## src/rtl/sem_pkg.sv

```systemverilog
// Package: constants, types and helpers shared by the Sobel edge magnitude block.
package sem_pkg;
    localparam int MaxWidth   = 1024;
    localparam int MaxHeight  = 4096;
    localparam int ColW       = $clog2(MaxWidth);
    localparam int RowW       = $clog2(MaxHeight) + 1;
    localparam int CfgIdxW    = 1;
    localparam int CfgDataW   = 13;
    localparam logic [CfgIdxW-1:0] RegWidth  = 1'b0;
    localparam logic [CfgIdxW-1:0] RegHeight = 1'b1;
    localparam logic [10:0] ResetWidth  = 11'd640;
    localparam logic [12:0] ResetHeight = 13'd480;
    localparam logic CmdPixel = 1'b0;
    localparam logic CmdFlush = 1'b1;

    typedef enum logic [1:0] {
        t_idle_st = 2'd0,
        t_read_st = 2'd1,
        t_calc_st = 2'd2,
        t_out_st  = 2'd3
    } t_state;

    typedef struct packed {
        logic       load;
        logic       step;
        logic       emit;
    } t_cmd;

    typedef struct packed {
        logic       has_result;
        logic       busy_sqrt;
    } t_status;

    typedef struct packed {
        logic       cmd;
        logic [7:0] in_red;
        logic [7:0] in_green;
        logic [7:0] in_blue;
    } t_in_beat;

    typedef struct packed {
        logic [7:0] out_red;
        logic [7:0] out_green;
        logic [7:0] out_blue;
        logic       frame_last;
    } t_out_beat;
endpackage

```

## src/rtl/sem_ctrl.sv

```systemverilog
// Controller: sequences one beat through read, compute and output.
module sem_ctrl (
    input  logic                i_clk,
    input  logic                i_rst_n,
    input  logic                i_in_valid,
    output logic                o_in_ready,
    output logic                o_out_valid,
    input  logic                i_out_ready,
    input  sem_pkg::t_status    i_status,
    output sem_pkg::t_cmd       o_cmd
);
    import sem_pkg::*;
    t_state r_state, n_state;

    // Next state
    always_comb begin
        n_state = r_state;
        unique case (r_state)
            t_idle_st: if (i_in_valid) n_state = t_read_st;
            t_read_st: n_state = t_calc_st;
            t_calc_st: begin
                if (!i_status.busy_sqrt)
                    n_state = i_status.has_result ? t_out_st : t_idle_st;
            end
            t_out_st: if (i_out_ready) n_state = t_idle_st;
            default: n_state = t_idle_st;
        endcase
    end

    // Outputs
    always_comb begin
        o_in_ready  = (r_state == t_idle_st);
        o_out_valid = (r_state == t_out_st);
        o_cmd.load  = (r_state == t_idle_st) && i_in_valid;
        o_cmd.step  = (r_state == t_read_st);
        o_cmd.emit  = (r_state == t_out_st) && i_out_ready;
    end

    always_ff @(posedge i_clk) begin
        if (!i_rst_n) r_state <= t_idle_st;
        else          r_state <= n_state;
    end

`ifndef SYNTHESIS
    a_out_after_calc: assert property (@(posedge i_clk) disable iff (!i_rst_n)
        $rose(o_out_valid) |-> $past(r_state) == t_calc_st) else $error("bad out");
    a_read_after_load: assert property (@(posedge i_clk) disable iff (!i_rst_n)
        o_cmd.load |=> r_state == t_read_st) else $error("bad load");
    a_one_side: assert property (@(posedge i_clk) disable iff (!i_rst_n)
        !(o_in_ready && o_out_valid)) else $error("both sides");
`endif
endmodule

```

## config.mk

```make
export PLATFORM = sky130hd
export DESIGN_NAME = sem_ctrl
export DESIGN_NICKNAME = d
export VERILOG_FILES = /design/src/rtl/sem_pkg.sv /design/src/rtl/sem_ctrl.sv
export SDC_FILE = /design/constraint.sdc
export NUM_CORES = 1
export LEC_CHECK = 0
export BUFFER_PORTS_ARGS = -buffer_cell sky130_fd_sc_hd__buf_2
export CAP_MARGIN = 15
export CORE_AREA = 5 5 42 44
export CTS_CLUSTER_DIAMETER = 60
export DETAILED_ROUTE_END_ITERATION = 7
export DIE_AREA = 0 0 47 49
export PLACE_DENSITY_LB_ADDON = 0.2
export SYNTH_ARGS = -nofsm -noshare
export SYNTH_HDL_FRONTEND = slang
export SYNTH_SLANG_ARGS = --single-unit
```

## constraint.sdc

```tcl
create_clock -name i_clk -period 1 [get_ports i_clk]
set_input_delay 0.15 -clock i_clk [delete_from_list [all_inputs] [get_ports i_clk]]
set_output_delay 0.15 -clock i_clk [all_outputs]
set_load 0.005 [all_outputs]
```

==> run_results.csv, run 1 <==
group,metric,value,unit
floorplanning,die_y,49,um
routing,drt_pass1_iterations,1,
power_and_ir_drop,switching_share,0.2345,
cells_and_area,fin_cells,46,
power_and_ir_drop,power_switching,0.00008403,W
synthesis,synth_cells,14,
synthesis,synth_cell_type_count,12,
cells_and_area,area_growth,134.7,%
sta,hold_viol,0,
clock_network,numCtsBuffers,3,
min_path,min_path_type,"primary input to register",
cells_and_area,multiInputGateArea,95.09,um2
cells_and_area,fin_nets,38,
sta,relSlewSlack,0.8406,
floorplanning,ios,11,
floorplanning,start_util,0.08750,
cells_and_area,fillers,169,
sta,tightest_slew,235.8,ps
clock_network,ctsLongestPathBuffers,2,
critical_path,path_max_fanout,5,
global_route,grt_max_degree,6,
floorplanning,coreArea,1401,um2
status,status,"complete, but fails checks",
sta,worst_slack,-96.95,ps
clock_network,clk_pin_slew,30,ps
global_route,antenna_found_initial,0,
placement,port_buffers,10,
job,cap_violations,0,
cells_and_area,seq_area,47.55,um2
power_and_ir_drop,powerDensity,1245,nW/um2
sta,fmax,911.6,MHz
clock_network,cts_root_buf,"clkbuf_4",
global_route,grt_pass1_vias,167,
sta,clock_skew,4.013,ps
sta,rsz0062_at_grt,"yes",
sta,finalCriticalPeriod,1097,ps
floorplanning,rows,14,
power_and_ir_drop,pwr-share-seq,0.272,
synthesis,synth_area_per_cell,8.758,um2
synthesis,synth_area_leader_cell,"dfxtp_1",
clock_network,hold_buffers,0,
critical_path,worst-endpoint-required,850,ps
synthesis,postSynthRegisterBits,2,
synthesis,netlist_area,122.6,um2
cells_and_area,drive_gt1_frac,0.7333,
routing,wire_per_inst,9.043,um
cells_and_area,largest-register,"r_state",
routing,final_antenna_net_count,0,
power_and_ir_drop,power.leakage,0.1314,nW
floorplanning,die_w,47,um
power_and_ir_drop,p_int,0.0002743,W
power_and_ir_drop,vdd.ir_drop.worst,0.5152,mV
routing,drt_wl_total,416,um
synthesis,synthTopCellsByArea,"dfxtp_1 (33%), nor2b_1 (10%), nor4bb_1 (8.2%)",
clock_network,clock_sinks,2,
cells_and_area,top_regs,"r_state: 2 flops",
clock_network,cts_tree,"done",
synthesis,synth_top_area_share,0.3265,
floorplanning,die_area,2303,um2
clock_network,htree_num_levels,1,
placement,place_inst,43,
critical_path,cp-start-kind,"register",
status,violations,"setup timing",
synthesis,ys_warn_count,0,
cells_and_area,n_antenna_cell,0,
placement,gp_congestion,0.6102,
synthesis,synth_nets,20,
critical_path,endpoint_kind,"output pin",
sta,finalSetupViolations,5,
critical_path,reg2reg_slack,-30,ps
sta,slew_viol_final,0,
power_and_ir_drop,clkPwrFrac,0.496,
power_and_ir_drop,power,0.0003583,W
cells_and_area,largest_register_ff_count,2,
routing,vias,161,
critical_path,path_class,"register to output pin",
clock_network,clkLatencyLatePin,220,ps
global_route,grt_pass1_wl,676,um
routing,drt_iter0_markers,0,
synthesis,seq_area_frac_synth,0.3265,
critical_path,cp.arrival,950,ps
routing,viasPerCell,3.500,
global_route,overflow,0,
global_route,grt_usage,0.04430,
sta,fin_crit_sh,1.097,
routing,drc,0,
power_and_ir_drop,power_frac_comb,0.232,
[layer usage]
layer / track usage / part of all wire / vias to the layer above / routed length, um
met3: 0.03690 / 0.17 / 0 / 69
met1: 0.05689 / 0.50 / 66 / 209
li1: - / - / 84 / -
met5: 0 / 0 / - / 0
met2: 0.04072 / 0.33 / 11 / 138
met4: 0.04147 / 0 / 0 / 0
[metrics by stage]
stage	cell area [um2]	TNS [ps]	utilization	hold WS, ps	setup WS (ps)
3_3_place_gp	217.7	-7.846	0.1554	388.6	-7.846
6_report	287.8	-359.1	0.2054	156.2	-96.95
5_1_grt	287.8	-586.8	0.2054	163.4	-142.3
3_5_place_dp	217.7	-31.97	0.1554	385.0	-31.97
4_1_cts	252.7	-394.7	0.1804	145.8	-103.2
2_1_floorplan	125.1	0	-	267.5	7.862
[synthesized netlist by cell type (all sizes together)]
cell type	number
and2	2
dfxtp	2
nor2	2
nor2b	2
a21boi	1
and3	1
nor4bb	1
o21a	1
o21ai	1
o31a	1
[power groups by stage]
stage               Combinational, W  Sequential, W  Clock, W
floorplan                  0.0000286      0.0000958         0
global placement           0.0000687      0.0000959         0
detailed placement         0.0000682      0.0000962         0
CTS                        0.0000760      0.0000972  0.000189
global route               0.0000929       0.000100  0.000200
finish                     0.0000832      0.0000975  0.000178
[critical path: stages, from the launching register on]
cell and delay [ps]:
dfxtp_4 350, buf_6 120, and3_4 150, buf_6 110
[cells in the final DEF (no fill, tap or decap), drive strengths merged]
cell type	netlist	layout
a21boi	1	1
and2	2	2
and3	1	1
buf	0	13
clkbuf	0	3
dfxtp	2	2
nor2	2	2
nor2b	2	2
nor4bb	1	1
o21a	1	1
o21ai	1	1
o31a	1	1
[worst paths after layout]
path,startpoint,endpoint,depth (start not counted)
max,r_state[0]$_SDFFE_PN0P_,o_cmd[0],3
max reg2reg,r_state[1]$_SDFFE_PN0P_,r_state[0]$_SDFFE_PN0P_,3
min,i_rst_n,r_state[1]$_SDFFE_PN0P_,2
min reg2reg,r_state[0]$_SDFFE_PN0P_,r_state[1]$_SDFFE_PN0P_,2
[cell type report]
class,count,area share
repair buffers,13,0.3565
well taps,16,0.06957
flip-flops and latches,2,0.1652
multi-input cells,12,0.3304
clock buffers,3,0.07826
[cell families (layout without fill, tap and decap cells)]
family	after synthesis	count (layout)	synth area share
and+or+nand+nor	8	8	0.4388
AOI/OAI and AO/OA	4	4	0.2347
DFF	2	2	0.3265
buffers and inverters	0	16	0
[repair_timing]
action	in CTS	in global routing
gates resized for setup	4	8
pin swaps	0	1
endpoints found under the hold margin	0	0
setup buffers	0	0
endpoints found under the setup margin	5	5
Note: power is estimated with default switching activity, not from simulation.
==> run 2, diff against run 1 <==
--- a/config.mk
+++ b/config.mk
@@ -5,13 +5,14 @@
 export SDC_FILE = /design/constraint.sdc
 export NUM_CORES = 1
 export LEC_CHECK = 0
+export ABC_AREA = 1
 export BUFFER_PORTS_ARGS = -buffer_cell sky130_fd_sc_hd__buf_2
 export CAP_MARGIN = 15
 export CORE_AREA = 5 5 42 44
 export CTS_CLUSTER_DIAMETER = 60
 export DETAILED_ROUTE_END_ITERATION = 7
 export DIE_AREA = 0 0 47 49
-export PLACE_DENSITY_LB_ADDON = 0.2
+export PLACE_DENSITY = 0.3
 export SYNTH_ARGS = -nofsm -noshare
 export SYNTH_HDL_FRONTEND = slang
 export SYNTH_SLANG_ARGS = --single-unit
==> run_results.csv, run 2 <==
group,metric,value,unit
status,status,"complete, but fails checks",
status,violations,"setup timing",
routing,drt_wl_total,473,um
cells_and_area,final_common_cell,"buf_2",
placement,place_area,247.7,um2
synthesis,synth_top_area_share,0.2370,
cells_and_area,area_growth,69.63,%
sta,worst_slack,-12.45,ps
critical_path,critPathMaxStageDelay,380,ps
clock_network,clk_pin_slew,30,ps
critical_path,path_class,"register to output pin",
global_route,grt_pass1_wl,765,um
cells_and_area,final_cell_mix,"buf_2 (10), nor2_1 (5), nand3_2 (3), clkbuf_4 (3)",
clock_network,cts_tree,"done",
clock_network,clkLatencyLatePin,220,ps
critical_path,cp-start-kind,"register",
sta,tightest_slew,121.3,ps
power_and_ir_drop,power,0.0005792,W
critical_path,reg2reg_from,"r_state[1]$_SDFFE_PN0P_",
synthesis,synthTopCellsByArea,"dfxtp_1 (24%), nand3_2 (18%), nor2_1 (13%)",
cells_and_area,design_area,286.5,um2
synthesis,synth_nets,31,
floorplanning,rows,14,
global_route,grt_pass1_vias,199,
sta,holdWs,163.6,ps
global_route,antenna_found_initial,0,
cells_and_area,n_antenna_cell,0,
synthesis,yosys-top-cells-count,"nor2_1 (6), nand3_2 (3)",
synthesis,synth_top_family_by_area,"simple AND/OR/NAND/NOR gates",
global_route,overflow,0,
floorplanning,die_w,47,um
global_route,grt_usage,0.04923,
critical_path,path_cells,"inv_2 -> nor2_1 -> buf_2",
sta,fin_crit_sh,1.012,
routing,wire_per_inst,8.600,um
synthesis,yosys.area_share.xor_xnor,0,
synthesis,synth_edf_count,0,
floorplanning,ios,11,
cells_and_area,fin_cells,55,
floorplanning,coreArea,1401,um2
critical_path,endpoint_kind,"output pin",
synthesis,synth_cell_type_count,12,
sta,relSlewSlack,0.9186,
min_path,whs_path_depth,3,
synthesis,synth-adder-area-share,0,
floorplanning,start_util,0.1205,
synthesis,synthArstFlopShare,0,
synthesis,ys_warn_count,0,
power_and_ir_drop,powerDensity,2022,nW/um2
critical_path,r2r_cells,5,
routing,vias,206,
floorplanning,die_y,49,um
synthesis,synth_cells,25,
sta,slew_viol_final,0,
synthesis,netlist_area,168.9,um2
synthesis,postSynthRegisterBits,2,
cells_and_area,drive_gt1_frac,0.7179,
placement,port_buffers,10,
clock_network,htree_num_levels,1,
clock_network,numCtsBuffers,3,
critical_path,worst-endpoint-required,850,ps
clock_network,clock_sinks,2,
critical_path,r2r_end,"r_state[0]$_SDFFE_PN0P_",
clock_network,cts_root_buf,"clkbuf_4",
power_and_ir_drop,vdd.ir_drop.worst,0.5493,mV
routing,drt_iter0_markers,4,
sta,hold_viol,0,
placement,gp_congestion,0.7000,
global_route,grt_max_degree,8,
synthesis,synth_area_per_cell,6.756,um2
floorplanning,die_area,2303,um2
critical_path,critical_path.top_delay_family,"flip-flops",
placement,place_inst,51,
sta,finalCriticalPeriod,1012,ps
critical_path,crit_buf_inv,2,
synthesis,synth_area_leader_cell,"dfxtp_1",
synthesis,synth-compound-area-share,0.05926,
min_path,hold_end,"r_state[1]$_SDFFE_PN0P_",
min_path,min_from,"i_rst_n",
cells_and_area,largest_register_ff_count,2,
synthesis,synth-simple-area-share,0.5481,
power_and_ir_drop,power.leakage,0.1526,nW
job,cap_violations,0,
synthesis,synthMuxAreaShare,0,
critical_path,critPathSlowestCell,"dfxtp_4",
routing,drc,0,
critical_path,cp.arrival,860,ps
synthesis,seq_area_frac_synth,0.2370,
synthesis,yosys.cell_count.top_type,"nor2_1",
sta,finalSetupTns,-18.80,ps
sta,fmax,987.7,MHz
routing,drt_pass1_iterations,2,
synthesis,synth_top_flop_cell,"dfxtp_1",
sta,finalSetupViolations,2,
cells_and_area,top_regs,"r_state: 2 flops",
min_path,min_path_type,"primary input to register",
cells_and_area,fin_nets,47,
sta,rsz0062_at_grt,"yes",
critical_path,reg2reg_slack,70,ps
sta,clock_skew,0.9302,ps
clock_network,ctsLongestPathBuffers,2,
routing,final_antenna_net_count,0,
critical_path,path_max_fanout,6,
cells_and_area,largest-register,"r_state",
critical_path,crit_start,"r_state[0]$_SDFFE_PN0P_",
routing,viasPerCell,3.745,
==> run 2: cell families (layout without fill, tap and decap cells) <==
| kind of cell | count (synthesis) | in the layout |
|---|---|---|
| compound gates | 2 | 2 |
| buf+inv | 5 | 19 |
| flops | 2 | 2 |
| simple gates | 16 | 16 |
==> run 2: timing repair <==
item | 4_1_cts | 5_1_grt
hold buffers | 0 | 0
pin swaps | 1 | 0
setup endpoints to repair | 5 | 6
buffers inserted | 2 | 0
gates resized for setup | 6 | 2
==> run 2: routing by layer <==
metal  global-route usage  routed length [um]
met5                    0                   0
met4              0.01382                   0
met3              0.05904                  74
met2              0.06561                 203
met1              0.04814                 195
==> run 2: worst max path at each step <==
stage,end,slack (ps),depth (start not counted)
after floorplan,r_state[0]$_SDFFE_PN0P_,110,5
after CTS,o_cmd[0],-30,3
after global placement,r_state[1]$_SDFFE_PN0P_,20,5
final,o_cmd[1],-10,3
after global routing,o_cmd[0],-90,3
after detailed placement,r_state[1]$_SDFFE_PN0P_,20,5
==> run 2: area by class of cell <==
| type | instances | area (um2) |
|---|---|---|
| clock buffer | 3 | 22.52 |
| fill | 173 | 1115 |
| inverter | 4 | 15.01 |
| multi-input combinational | 18 | 116.4 |
| sequential | 2 | 47.55 |
| tap | 16 | 20.02 |
| timing repair buffer | 12 | 65.06 |
==> run 2: worst min-delay path: stages <==
cell,delay [ps]
buf_2,100
nand2_1,50
nor2_1,40
==> run 2: metrics by stage <==
| stage | worst slack [ps] | util |
|---|---|---|
| final | -12.45 | 0.2045 |
| after global routing | -88.89 | 0.2045 |
| after CTS | -31.09 | 0.2000 |
| after detailed placement | 21.49 | 0.1768 |
| after global placement | 16.57 | 0.1768 |
| after floorplan | 112.4 | - |
==> run 2: power by group <==
group          total (W)  switching, W  internal, W
clock network   0.000173     0.0000413     0.000132
registers       0.000162     0.0000501     0.000111
logic           0.000244      0.000121     0.000123
